File: config.mk
export PLATFORM = sky130hd
export DESIGN_NAME = length_prefix_stream_deframer
export DESIGN_NICKNAME = d
export VERILOG_FILES = /design/src/hw/rtl/lpsd_pkg.sv /design/src/hw/rtl/lpsd_in_stage.sv /design/src/hw/rtl/lpsd_core.sv /design/src/hw/rtl/lpsd_out_stage.sv /design/src/hw/rtl/length_prefix_stream_deframer.sv
export VERILOG_INCLUDE_DIRS = /design/src /design/src/hw/rtl
export SDC_FILE = /design/constraint.sdc
export NUM_CORES = 1
export LEC_CHECK = 0
export ABC_AREA = 1
export BUFFER_PORTS_ARGS = -buffer_cell sky130_fd_sc_hd__buf_4
export CAP_MARGIN = 20
export CORE_UTILIZATION = 45
export DETAILED_ROUTE_END_ITERATION = 12
export GPL_TIMING_DRIVEN = 0
export HOLD_SLACK_MARGIN = 0.02
export PLACE_DENSITY_LB_ADDON = 0.25
export SLEW_MARGIN = 25
export SYNTH_ARGS = -nofsm -noshare
export SYNTH_HDL_FRONTEND = slang
export SYNTH_SLANG_ARGS = --single-unit
File: constraint.sdc
create_clock -name clk_i -period 7.8 [get_ports clk_i]
set_clock_uncertainty 0.1 [all_clocks]
set_input_delay 0.39 -clock clk_i [delete_from_list [all_inputs] [get_ports clk_i]]
set_output_delay 0.39 -clock clk_i [all_outputs]
set_load 0.05 [all_outputs]
File: src/hw/rtl/length_prefix_stream_deframer_defines.svh
// ----------------------------------------------------------------------------
// Length-prefix deframer assertion macros
// Shared concurrent assertion wrappers, clocked and reset-qualified.
// ----------------------------------------------------------------------------
`ifndef LENGTH_PREFIX_STREAM_DEFRAMER_DEFINES_SVH
`define LENGTH_PREFIX_STREAM_DEFRAMER_DEFINES_SVH

// Property must hold on every clock edge outside reset.
`define LPSD_ASSERT(lbl, clk, rstn, prop) \
  lbl: assert property (@(posedge clk) disable iff (!rstn) (prop)) \
    else $error("lpsd assertion failed");

// Condition must never be true outside reset.
`define LPSD_ASSERT_NEVER(lbl, clk, rstn, cond) \
  lbl: assert property (@(posedge clk) disable iff (!rstn) !(cond)) \
    else $error("lpsd forbidden condition seen");

`endif

File: src/hw/rtl/lpsd_pkg.sv
// ----------------------------------------------------------------------------
// Length-prefix deframer package
// Widths, constants and the result record shared by the deframer modules.
// ----------------------------------------------------------------------------
package lpsd_pkg;

  // Bytes in the length prefix on the wire (1..8); only the first four count.
  localparam int HEADER_BYTES = 4;
  localparam int LEN_BYTES    = 4;
  localparam int LEN_W        = 8 * LEN_BYTES;
  localparam int CNT_W        = 48;
  localparam int POS_W        = (HEADER_BYTES > 1) ? $clog2(HEADER_BYTES) : 1;
  localparam logic [POS_W-1:0] POS_LAST = POS_W'(HEADER_BYTES - 1);
  localparam logic [LEN_W-1:0] MAX_LEN_RESET = LEN_W'(64 * 1024 * 1024);

  typedef struct packed {
    logic [7:0]       payload_byte;
    logic             last_of_packet;
    logic             empty_packet;
    logic             oversize_error;
    logic [CNT_W-1:0] packets_total;
    logic [CNT_W-1:0] payload_bytes_total;
  } lpsd_result_t;

endpackage

File: src/hw/rtl/lpsd_in_stage.sv
// ----------------------------------------------------------------------------
// Length-prefix deframer input stage
// Registers one incoming stream byte; stalls the sender while it waits.
// ----------------------------------------------------------------------------
module lpsd_in_stage
  import lpsd_pkg::*;
(
  input  logic       clk_i,
  input  logic       rst_ni,
  input  logic       in_valid_i,
  output logic       in_stall_o,
  input  logic [7:0] stream_byte_i,
  input  logic       take_i,
  output logic       item_valid_o,
  output logic [7:0] item_byte_o
);

  logic       valid_q;
  logic [7:0] byte_q;
  logic       load;

  // Refill when empty or when the held item moves on this cycle.
  assign load       = !valid_q || take_i;
  assign in_stall_o = !load;

  always_ff @(posedge clk_i or negedge rst_ni) begin
    if (!rst_ni) begin
      valid_q <= 1'b0;
    end else if (load) begin
      valid_q <= in_valid_i;
    end
  end

  always_ff @(posedge clk_i) begin
    if (load && in_valid_i) begin
      byte_q <= stream_byte_i;
    end
  end

  assign item_valid_o = valid_q;
  assign item_byte_o  = byte_q;

endmodule

File: src/hw/rtl/lpsd_core.sv
// ----------------------------------------------------------------------------
// Length-prefix deframer core
// Header parse, payload countdown, running totals and the length limit.
// ----------------------------------------------------------------------------
`include "length_prefix_stream_deframer_defines.svh"

module lpsd_core
  import lpsd_pkg::*;
(
  input  logic             clk_i,
  input  logic             rst_ni,
  input  logic             cfg_valid_i,
  input  logic [LEN_W-1:0] cfg_max_packet_length_i,
  input  logic             advance_i,
  input  logic [7:0]       item_byte_i,
  output logic             res_valid_o,
  output lpsd_result_t     res_o
);

  logic [LEN_W-1:0] max_len_q;
  logic [POS_W-1:0] pos_q, pos_d;
  logic [LEN_W-1:0] len_q, len_d;
  logic [LEN_W-1:0] rem_q, rem_d;
  logic             in_payload_q, in_payload_d;
  logic [CNT_W-1:0] pkt_q, pkt_d;
  logic [CNT_W-1:0] bytes_q, bytes_d;
  logic [LEN_W-1:0] lane;
  logic [LEN_W-1:0] acc;
  logic             res_valid;
  logic             res_last;
  logic             res_empty;
  logic             res_err;
  logic [7:0]       res_byte;

  always_ff @(posedge clk_i or negedge rst_ni) begin
    if (!rst_ni) begin
      max_len_q <= MAX_LEN_RESET;
    end else if (cfg_valid_i) begin
      max_len_q <= cfg_max_packet_length_i;
    end
  end

  // Place the byte in its lane of the length; positions past four drop out.
  always_comb begin
    lane = '0;
    for (int k = 0; k < LEN_BYTES; k++) begin
      if (k < HEADER_BYTES && int'(pos_q) == k) begin
        lane[8*k +: 8] = item_byte_i;
      end
    end
  end

  assign acc = len_q | lane;

  always_comb begin
    pos_d        = pos_q;
    len_d        = len_q;
    rem_d        = rem_q;
    in_payload_d = in_payload_q;
    pkt_d        = pkt_q;
    bytes_d      = bytes_q;
    res_valid    = 1'b0;
    res_last     = 1'b0;
    res_empty    = 1'b0;
    res_err      = 1'b0;
    res_byte     = '0;
    if (in_payload_q) begin
      res_valid = 1'b1;
      res_byte  = item_byte_i;
      rem_d     = rem_q - LEN_W'(1);
      if (rem_q == LEN_W'(1)) begin
        res_last     = 1'b1;
        pkt_d        = pkt_q + CNT_W'(1);
        bytes_d      = bytes_q + CNT_W'(len_q);
        len_d        = '0;
        in_payload_d = 1'b0;
      end
    end else if (pos_q == POS_LAST) begin
      pos_d = '0;
      if (acc > max_len_q) begin
        len_d     = '0;
        res_valid = 1'b1;
        res_err   = 1'b1;
      end else if (acc == '0) begin
        len_d     = '0;
        res_valid = 1'b1;
        res_last  = 1'b1;
        res_empty = 1'b1;
        pkt_d     = pkt_q + CNT_W'(1);
      end else begin
        len_d        = acc;
        rem_d        = acc;
        in_payload_d = 1'b1;
      end
    end else begin
      pos_d = pos_q + POS_W'(1);
      len_d = acc;
    end
  end

  always_ff @(posedge clk_i or negedge rst_ni) begin
    if (!rst_ni) begin
      pos_q        <= '0;
      len_q        <= '0;
      rem_q        <= '0;
      in_payload_q <= 1'b0;
      pkt_q        <= '0;
      bytes_q      <= '0;
    end else if (advance_i) begin
      pos_q        <= pos_d;
      len_q        <= len_d;
      rem_q        <= rem_d;
      in_payload_q <= in_payload_d;
      pkt_q        <= pkt_d;
      bytes_q      <= bytes_d;
    end
  end

  assign res_valid_o               = advance_i && res_valid;
  assign res_o.payload_byte        = res_byte;
  assign res_o.last_of_packet      = res_last;
  assign res_o.empty_packet        = res_empty;
  assign res_o.oversize_error      = res_err;
  assign res_o.packets_total       = pkt_d;
  assign res_o.payload_bytes_total = bytes_d;

  `LPSD_ASSERT_NEVER(a_payload_mid_header, clk_i, rst_ni, in_payload_q && (pos_q != '0))
  `LPSD_ASSERT_NEVER(a_payload_no_remaining, clk_i, rst_ni, in_payload_q && (rem_q == '0))
  `LPSD_ASSERT(a_error_keeps_totals, clk_i, rst_ni,
    (res_valid_o && res_err) |=> ($stable(pkt_q) && $stable(bytes_q)))

endmodule

File: src/hw/rtl/lpsd_out_stage.sv
// ----------------------------------------------------------------------------
// Length-prefix deframer output stage
// Holds one result item until the receiver takes it.
// ----------------------------------------------------------------------------
module lpsd_out_stage
  import lpsd_pkg::*;
(
  input  logic         clk_i,
  input  logic         rst_ni,
  input  logic         res_valid_i,
  input  lpsd_result_t res_i,
  output logic         ready_o,
  output logic         out_valid_o,
  input  logic         out_stall_i,
  output lpsd_result_t res_o
);

  logic         valid_q;
  lpsd_result_t res_q;

  // Free when empty or when the held item leaves this cycle.
  assign ready_o = !valid_q || !out_stall_i;

  always_ff @(posedge clk_i or negedge rst_ni) begin
    if (!rst_ni) begin
      valid_q <= 1'b0;
    end else if (ready_o) begin
      valid_q <= res_valid_i;
    end
  end

  always_ff @(posedge clk_i) begin
    if (ready_o && res_valid_i) begin
      res_q <= res_i;
    end
  end

  assign out_valid_o = valid_q;
  assign res_o       = res_q;

endmodule

File: src/hw/rtl/length_prefix_stream_deframer.sv
// ----------------------------------------------------------------------------
// Length-prefix stream deframer
// Splits a byte stream into packets framed by a little-endian length prefix.
// ----------------------------------------------------------------------------
// Input channel: one stream byte per item on in_valid_i / in_stall_o.
// Output channel: one result per payload byte, per empty packet and per
//   oversize header on out_valid_o / out_stall_i; header bytes give none.
// Config channel: cfg_valid_i / cfg_ready_o writes the maximum length;
//   ready is always high, and a new limit applies to the next header check.
// Path: an accepted item lands in the input register; the core parses it
//   combinationally, and any result is loaded into the output register
//   once that register is free, which sets out_valid_o.
// Throughput: one item per cycle unless stalled, set by the single parse
//   step between the input and output registers; totals update in that step.
// Stall: while the output register is full and stalled, the input register
//   holds its item and in_stall_o rises; nothing is dropped.
// Reset: clears both registers, the parser (expecting a header), the
//   totals, and sets the maximum length to 64 MiB.
// ----------------------------------------------------------------------------
module length_prefix_stream_deframer
  import lpsd_pkg::*;
(
  input  logic             clk_i,
  input  logic             rst_ni,
  input  logic             cfg_valid_i,
  output logic             cfg_ready_o,
  input  logic [LEN_W-1:0] cfg_max_packet_length_i,
  input  logic             in_valid_i,
  output logic             in_stall_o,
  input  logic [7:0]       stream_byte_i,
  output logic             out_valid_o,
  input  logic             out_stall_i,
  output logic [7:0]       payload_byte_o,
  output logic             last_of_packet_o,
  output logic             empty_packet_o,
  output logic             oversize_error_o,
  output logic [CNT_W-1:0] packets_total_o,
  output logic [CNT_W-1:0] payload_bytes_total_o
);

  logic         item_valid;
  logic [7:0]   item_byte;
  logic         out_ready;
  logic         advance;
  logic         res_valid;
  lpsd_result_t res;
  lpsd_result_t out_res;

  assign cfg_ready_o = 1'b1;
  assign advance     = item_valid && out_ready;

  lpsd_in_stage u_in_stage (
    .clk_i        (clk_i),
    .rst_ni       (rst_ni),
    .in_valid_i   (in_valid_i),
    .in_stall_o   (in_stall_o),
    .stream_byte_i(stream_byte_i),
    .take_i       (advance),
    .item_valid_o (item_valid),
    .item_byte_o  (item_byte)
  );

  lpsd_core u_core (
    .clk_i                  (clk_i),
    .rst_ni                 (rst_ni),
    .cfg_valid_i            (cfg_valid_i),
    .cfg_max_packet_length_i(cfg_max_packet_length_i),
    .advance_i              (advance),
    .item_byte_i            (item_byte),
    .res_valid_o            (res_valid),
    .res_o                  (res)
  );

  lpsd_out_stage u_out_stage (
    .clk_i      (clk_i),
    .rst_ni     (rst_ni),
    .res_valid_i(res_valid),
    .res_i      (res),
    .ready_o    (out_ready),
    .out_valid_o(out_valid_o),
    .out_stall_i(out_stall_i),
    .res_o      (out_res)
  );

  assign payload_byte_o        = out_res.payload_byte;
  assign last_of_packet_o      = out_res.last_of_packet;
  assign empty_packet_o        = out_res.empty_packet;
  assign oversize_error_o      = out_res.oversize_error;
  assign packets_total_o       = out_res.packets_total;
  assign payload_bytes_total_o = out_res.payload_bytes_total;

endmodule
Yosys cells after proc, flatten, opt, wreduce, memory -nomap -nowiden

Index checks and enable logic that the tools add are counted.

Equal/unequal tests: 8
$add $sub $neg: 4
Multiplexer cells: 35
Bitwise operators: 3
Magnitude comparators: 1
Reduce and logical (&&, ||, !) cells: 17

Operators with widths:

| operator                                                                 | count |
|---|---|
| 48-bit two-way mux                                                       | 7 |
| 32-bit two-way mux                                                       | 9 |
| 48-bit by 1-bit adder with 48-bit output (second input constant)         | 1 |
| 48-bit by 32-bit adder with 48-bit output                                | 1 |
| 32-bit by 1-bit == test with 1-bit output (second input constant)        | 1 |
| 32-bit > comparator                                                      | 1 |
| 32-bit logical NOT                                                       | 1 |
| 8-bit two-way mux                                                        | 4 |
| 32-bit OR                                                                | 1 |
| 32-bit by 1-bit subtractor with 32-bit output (second input constant)    | 1 |
| 1-bit two-way mux                                                        | 14 |
| 2-bit == test (second input constant)                                    | 3 |
| 1-bit logical AND                                                        | 4 |
| 1-bit logical NOT                                                        | 4 |
| 2-bit by 1-bit inequality test with 1-bit output (second input constant) | 2 |
| 2-bit AND reduction                                                      | 2 |
| 4-bit AND reduction                                                      | 1 |
| 2-bit by 1-bit adder with 2-bit output (second input constant)           | 1 |
| 2-bit by 1-bit == test with 1-bit output (second input constant)         | 1 |
| 2-bit logical NOT                                                        | 1 |
| 1-bit logical OR                                                         | 2 |
| 2-bit two-way mux                                                        | 1 |
| 2-bit inequality test (second input constant)                            | 1 |
| 1-bit inverter                                                           | 2 |
| 2 further kinds                                                          | 2 |

Output and inout bits: 110
Input bits: 45
Word-level logic and storage cells: 84
Flip-flop bits (word level): 312

Longest topological paths before layout

Gate-level depths: netlist of run 1.

Depth in word-level cells: 10
Depth in mapped cells: 24
Gate-level depth less buffers: 23

Cells and area by module

A second synthesis of run 1 with hierarchy kept.

Cell total of the unflattened synthesis: 2839
Area, all modules: 20079.3 um^2

By module, submodules not included:

| module                        | times used | cells an instance | seq. area each (um^2) | area an instance (um^2) |
|---|---|---|---|---|
| lpsd_core                     | 1          | 2708              | 4880.9                | 16508.3 |
| lpsd_out_stage                | 1          | 112               | 3238.1                | 3254.4 |
| lpsd_in_stage                 | 1          | 15                | 265.3                 | 297.8 |
| length_prefix_stream_deframer | 1          | 4                 | 0.0                   | 18.8 |

Least setup slack after synthesis of run 1

No wires, ideal clock.

Path type: register -> register
From: register u_core.pos_q[0]
To: register u_out_stage.res_q (netlist bit u_out_stage.res_o[0]) (enable)
Setup time: 0.610 ns
Clock period less this slack: 7.931 ns
Required time: 7.090 ns
Path buffers: 1
Stages on the path, launching flop included: 15
Path slack: -0.131 ns
Data arrival time: 7.221 ns
Path through: dfrtp_1 > ha_1 > buf_6 > a21oi_2 > inv_1 > ha_1 > nand2_1 > nor2_1 > nor3b_1 > nand2_1 > nand2_1 > nand2_2 > inv_1 > o21ai_2 > a21oi_1

Word-level cells in the longest chain between the ends: 10
Elaborated cells between the ends (all ways): 18
Classes of those cells: order compare (1); eq/ne (4); mux (8); bitwise (1); reduce/logical (4)

RTL lines:

| item                                                                        | RTL line             | source |
|---|---|---|
| from (decl)                                                                 | lpsd_core.sv:21      | `logic [POS_W-1:0] pos_q, pos_d;` |
| from (signal assigned)                                                      | lpsd_core.sv:110     | `pos_q <= pos_d;` |
| parallel branches: the longest is 6 deep, another holds 32-bit > comparator | -                    |  |
| 1-bit two-way mux *                                                         | lpsd_core.sv:78      | `end else if (pos_q == POS_LAST) begin` |
| 1-bit two-way mux *                                                         | lpsd_core.sv:67      | `if (in_payload_q) begin` |
| 1-bit logical AND *                                                         | lpsd_core.sv:119     | `assign res_valid_o = advance_i && res_valid;` |
| 1-bit logical AND *                                                         | lpsd_out_stage.sv:33 | `if (ready_o && res_valid_i) begin` |
| to (signal assigned)                                                        | lpsd_out_stage.sv:34 | `res_q <= res_i;` |
| to (decl)                                                                   | lpsd_out_stage.sv:19 | `lpsd_result_t res_q;` |

Mark *: on every way between the ends.
A chain may end at the register's enable or synchronous reset.

Final worst setup path of run 1

From: register u_core.pos_q[0]
To: register u_out_stage.res_q (netlist bit u_out_stage.res_o[36]) (enable)

Same word-level chain as after synthesis.

==> impl_metrics.ini, run 1 <==
[die]
initial_core_util_pct = 45.6
dieArea_um2 = 45800
ios = 155
fp.dieH_um = 214
num_rows = 77
core_um2 = 44300
die_w_um = 214

[logic_synthesis]
yosysWarnings = 0
synth-edff-count = 115
synthCells = 2832
seq_area_frac_synth_pct = 41.4
postSynthAreaPerCell_um2 = 7.14
ys.flop_type = dfrtp_1
netlist_top_cells_area = dfrtp_1 24%, nand2_1 17%, edfxtp_1 17%
synth_common_cells = 931 x nand2_1, 376 x inv_1, 279 x nor2_1, 196 x dfrtp_1, 186 x o21ai_0
synth.distinct_cells = 50
synth_top_area_cell = dfrtp_1
syn_nets = 2949
synth_top_area_share_pct = 24.2
synthArstFlopShare_pct = 63.1
synth_seq_cells = 312
synth_most_common_cell = nand2_1
syn_area_um2 = 20200

[worst_setup_path]
crit_required_ps = 7970
cp_cell_sequence = inv_1 -> ha_1 -> inv_2 -> o21ai_1 -> ha_1 -> nand3_1 -> nand3b_1 -> nor3b_1 -> nand2_1 -> nand2_1 -> nand2_2 -> inv_1 -> o21ai_2 -> a21oi_4 -> buf_16 -> buf_16 -> buf_16 -> buf_16
timing.critical_path.buf_inv = 7
cp_common_cell = buf_16
cp-start-kind = flop
critPathArrivalTime_ps = 5100
worst_path_max_delay_cell = o21ai_1
crit_type = flop to flop
max_stage_delay_ps = 780
crit_path_end_kind = flop
cp_max_fo = 20
crit_family = compound AO/OA/AOI/OAI gates

[clocking]
cts_max_level = 2
cts_resized = 0
clk_latency_ps = 570
clkSlewWorstSetupHoldPaths_ps = 60
clock_path_buffers = 3
post_cts_buffers = 0
tritoncts = done
holdBufCountCts = 43
clock_sinks = 312
numCtsBuffers = 38
root_buffer = clkbuf_16

[sta]
finalWorstSetupSlack_ps = 2860
finalSetupViolations = 0
relSlewSlack_pct = 30.6
rsz0062_at_grt = false
tightest_slew_ps = 1040
maxClockFrequency_ghz = 0.203
final_hold_viol_count = 0
fin_crit_ps = 4940
slew_violations = 0
min_period_over_period_pct = 63.3

[place]
gp_congestion = 0.973
hpwl_um = 53800
port_buffers = 152
dpl.cell_count = 3584
post-place-ws_ps = 2940

[power]
p_leak_nw = 12.2
ir_drop_uv = 177
power_density_nw_per_um2 = 296

[drt]
vias = 19589
dr.max_layer_used = met4
first_iter_violations = 1784
firstDrtPassIters = 5
drc_errors = 0
routed_wl_um = 69400
vias_per_cell = 5.30
met2_length_um = 31000
ant_nets = 0
met3_length_um = 3980
routedWlPerCell_um = 18.8
drt-met1-wl_um = 31600

[finish]
final-seq-area_um2 = 8380
n_fill_cell = 4348
multi_input_area_um2 = 9900
final_nets = 3192
area_growth_pct = 19.0
drive_above_1_share_pct = 11.2
fin_cells = 3697
antenna_cells = 0

[global_routing]
antenna_found_initial = 1
grt_pass1_wl_um = 107000
first_global_vias = 18425
grt_max_degree = 89
grt-ovfl-total = 0
groute.usage.overall_pct = 30.2

[hold_path]
hold_class = input pin to flop

[status]
status = finished clean

[flow_run]
drv_cap = 0
-- cell usage in the layout, fill, tap and decap left out, drive strengths merged, types with 2 or more instances in the layout --
cell           n
a22oi         35
nor4           8
or2           19
o21a           5
nand4         52
nand2        942
buf          215
clkbuf       100
a21boi         3
nand3        170
a21oi        106
inv          386
o21bai         5
nor3b          2
ha            71
xor2          58
a21o           2
nor2         305
clkinv        10
dfrtp        196
xnor2          8
o21ai        212
edfxtp       115
mux2i          2
o211ai         2
a31oi          3
bufinv         5
nand3b         2
and2           3
dlygate4sd3   43
nor3          15
-- path summary, 6_finish.rpt --
check / from / end / slack, ps / cells after the start
min reg2reg: u_core.rem_q[5] / u_core.rem_q[5] / 400 / 2
max: u_core.pos_q[0] / u_out_stage.res_o[36] / 2860 / 18
min in group asynchronous: rst_ni / u_core.rem_q[17] / 200 / 2
max in group asynchronous: rst_ni / u_core.bytes_q[21] / 6230 / 4
min: cfg_valid_i / u_core.max_len_q[31] / 190 / 2
max reg2reg: u_core.pos_q[0] / u_out_stage.res_o[36] / 2860 / 18
-- power breakdown --
part           switching (mW)  total, mW  internal (mW)
Combinational            2.17       3.02          0.857
Clock                   0.734       1.85           1.12
Sequential              0.219       2.25           2.03
-- area by class of cell --
class	count	share of cell area [%]
Tap cell	592	3.08
Multi-Input combinational cell	2033	41.1
Clock inverter	18	1.02
Timing Repair Buffer	203	7.42
Buffer	103	2.16
Inverter	384	5.99
Clock buffer	52	4.38
Sequential cell	312	34.8
-- layer usage --
| metal | up-vias | global-route usage, % |
|---|---|---|
| li1 | 9528 | - |
| met2 | 658 | 47.8 |
| met4 | 0 | 12.4 |
| met1 | 9283 | 41.9 |
| met5 | - | 0 |
| met3 | 120 | 3.73 |
-- registers in the layout, indices dropped and copies added (netlist names) --
name	flops
u_core.bytes_q	48
u_core.in_payload_q	1
u_core.len_q	32
u_core.max_len_q	32
u_core.pkt_q	48
u_core.pos_q	2
u_core.rem_q	32
u_in_stage.item_byte_o	8
u_in_stage.item_valid_o	1
u_out_stage.out_valid_o	1
u_out_stage.res_o	107
-- metrics by stage --
step                      instance area [µm²]  util [%]  hold slack [ps]  power (mW)  TNS (ps)
after CTS                               24100      54.3              188        7.12         0
final                                   24100      54.3              190        7.13         0
after floorplan                         20200         -            -5.59        4.23         0
after detailed placement                22300      50.4              210        5.24         0
after global routing                    24100      54.3              227        7.53         0
after global placement                  22100      49.9              369        5.16    -69700
-- worst register-to-register path: stages, from the launching register on --
cell and delay, ps:
dfrtp_1 400, inv_1 130, ha_1 310, inv_2 60, o21ai_1 780, ha_1 280, nand3_1 80, nand3b_1 160
nor3b_1 310, nand2_1 100, nand2_1 80, nand2_2 250, inv_1 160, o21ai_2 150, a21oi_4 530, buf_16 230
buf_16 190, buf_16 190, buf_16 170
-- cells by family (layout without fill, tap and decap cells) --
| logic type | after synthesis | after routing | synth area share (%) |
|---|---|---|---|
| and+or+nand+nor | 1518 | 1518 | 31.2 |
| xor gates and xnor gates | 66 | 66 | 2.86 |
| buffers and inverters | 487 | 760 | 9.70 |
| other | 1 | 1 | 0.0185 |
| muxes | 3 | 3 | 0.155 |
| DFF | 312 | 312 | 41.4 |
| AOI/OAI and AO/OA | 373 | 373 | 10.1 |
| adders and majority gates | 72 | 72 | 4.49 |
Power figures use the tool's default switching activity.
==> run 2, diff against run 1 <==
ABC_AREA = 0   (was 1)
clock period = 4.55 ns   (was 7.8 ns; I/O delays follow)
==> run 2 against run 1 <==
Non-clock buffer count shrank 17; sequential power up 77%; register-to-register slack lost 2700 ps; via count is 30% lower; count of clock-buffer cells in the layout down 3; worst hold slack lost 130 ps; area after synthesis down 18%; die area down 18%; power grew 52%; worst setup slack worse by 2700 ps.
==> impl_metrics.ini, run 2 <==
[drt]
first_iter_violations = 1177
drt-met1-wl_um = 20200
routedWlPerCell_um = 18.3
ant_nets = 0
firstDrtPassIters = 7
met2_length_um = 20000
vias = 13624
vias_per_cell = 5.59
dr.max_layer_used = met4
met3_length_um = 3240
drc_errors = 0
routed_wl_um = 44800

[logic_synthesis]
ys.flop_type = dfrtp_1
yosysWarnings = 0
postSynthAreaPerCell_um2 = 9.70
synth_seq_cells = 312
synth.distinct_cells = 70
synth_most_common_cell = nand2_1
synth_common_cells = 243 x nand2_1, 196 x dfrtp_1, 177 x o21ai_0, 115 x edfxtp_1, 96 x a21oi_1
synth_top_area_cell = dfrtp_1
muxShareOfSynthArea_pct = 1.06
syn_area_um2 = 16600
synth_compound_area_share_pct = 12.9
synth-adder-area-share_pct = 5.48
seq_area_frac_synth_pct = 50.6
netlist_top_cells_area = dfrtp_1 30%, edfxtp_1 21%, nand2_1 5.5%
yosys.area_share.simple_pct = 17.7
synth_top_family_by_area = simple AND/OR/NAND/NOR gates
syn_nets = 1825
synth_top_area_share_pct = 29.6
synthArstFlopShare_pct = 63.1
synth-edff-count = 115
synthCells = 1708
synth_xor_area_share_pct = 8.25

[finish]
largest_reg_flops = 107
layout_commonest_cell = nand2_1
n_fill_cell = 3212
final-seq-area_um2 = 8380
drive_above_1_share_pct = 13.9
final_util_pct = 56.0
antenna_cells = 0
area_growth_pct = 21.5
final_nets = 2068
multi_input_area_um2 = 7580
layout_common_cells = 243 x nand2_1, 196 x dfrtp_1, 177 x o21ai_0, 156 x buf_4, 115 x edfxtp_1

[die]
initial_core_util_pct = 46.1
ios = 155
fp.dieH_um = 194
core_um2 = 35900
dieArea_um2 = 37600
num_rows = 69
die_w_um = 194

[power]
power_density_nw_per_um2 = 540
p_leak_nw = 8.80
ir_drop_uv = 260
finalPower_mw = 10.9

[sta]
whs_ps = 59.3
fin_tns_setup_ps = 0
tightest_slew_ps = 1020
min_period_over_period_pct = 97.2
maxClockFrequency_ghz = 0.226
relSlewSlack_pct = 31.5
finalSetupViolations = 0
slew_violations = 0
final_hold_viol_count = 0
fin_crit_ps = 4420

[clocking]
root_buffer = clkbuf_16
clock_path_buffers = 3
tritoncts = done
numCtsBuffers = 35
cts_max_level = 2
clock_sinks = 312
clkSlewWorstSetupHoldPaths_ps = 60
clk_latency_ps = 520

[worst_setup_path]
crit_path_end_kind = flop
critPathArrivalTime_ps = 4640
crit_type = flop to flop
crit_required_ps = 4760
cp_max_fo = 10
cp-start-kind = flop

[global_routing]
first_global_vias = 13004
grt_pass1_wl_um = 70800
grt_max_degree = 87
antenna_found_initial = 0
groute.usage.overall_pct = 23.7
grt-ovfl-total = 0

[flow_run]
drv_cap = 0

[hold_path]
hold_class = input pin to flop

[place]
hpwl_um = 32400
port_buffers = 152
gp_congestion = 0.939

[status]
status = finished clean
-- run 2: cell count changes after synthesis, moves of 23 or more --
cell      change
xnor2_1      +66
inv_1       -286
nand2_1     -688
buf_2        -26
nand3_1     -101
nor3_1       +49
xor2_1       +24
clkbuf_1     +23
nor4_1       +24
nor2_1      -195
nor2_2       -24
a22oi_1      -28
nand4_1      -28
-- run 2: layer usage --
metal  global-route usage, %  vias up
met1                    33.0     6517
met4                    7.26        0
met5                       0        -
met2                    37.1      498
li1                        -     6522
met3                    5.03       87
-- run 2: final timing paths --
path | from | to | slack [ps] | cells past startpoint
setup / recovery | u_core.pos_q[0] | u_out_stage.res_o[84] | 130 | 14
setup reg to reg | u_core.pos_q[0] | u_out_stage.res_o[84] | 130 | 14
max in group asynchronous | rst_ni | u_core.pkt_q[14] | 3150 | 4
hold reg to reg | u_core.bytes_q[47] | u_core.bytes_q[47] | 380 | 1
min in group asynchronous | rst_ni | u_core.bytes_q[29] | 70 | 2
hold / removal | cfg_valid_i | u_core.max_len_q[30] | 60 | 3
-- run 2: report_power, final --
group / leakage, nW / internal [mW] / total [mW] / switching (mW)
registers: 3.63 / 3.54 / 3.99 / 0.442
logic: 4.62 / 1.27 / 4.09 / 2.82
clock network: 0.551 / 1.64 / 2.79 / 1.15
total: 8.80 / 6.45 / 10.9 / 4.41
-- run 2: final cells by class --
class	instances	area share (%)
Tap cell	461	2.87
Clock buffer	49	4.92
Buffer	83	1.68
Sequential cell	312	41.7
Multi-Input combinational cell	1222	37.7
Clock inverter	15	0.703
Inverter	91	1.70
Timing Repair Buffer	206	8.80
-- run 2: what timing repair did --
action,4_1_cts,5_1_grt
setup buffers,2,1
hold buffers,45,0
endpoints found under the setup margin,135,202
pin swaps,1,1
hold endpoints to repair,163,0
gates resized for setup,14,11
-- run 2: kinds of logic after synthesis --
family                     count (synthesis)
other                                      1
AOI/OAI and AO/OA                        368
buffers and inverters                    174
DFF                                      312
adders and majority gates                 72
and+or+nand+nor                          609
xor gates and xnor gates                 156
muxes                                     16
-- run 2: worst max-delay path, cell delays in order, from the launching register on --
cell	delay, ps
dfrtp_1	420
ha_1	340
clkbuf_1	370
a21oi_2	450
inv_1	90
ha_1	330
nand4_1	180
nor4_2	370
a21boi_1	230
a22oi_2	70
buf_4	190
a21oi_2	330
clkbuf_2	350
nor2_1	100
xnor2_1	280
-- run 2: per-stage QoR --
stage	setup WS (ps)	cells	cell area, µm²
after floorplan	18.0	1708	16600
after global placement	-1590	2321	18300
after detailed placement	-195	2327	18500
after CTS	2.36	2438	20100
after global routing	-4.93	2439	20100
final	127	2439	20100
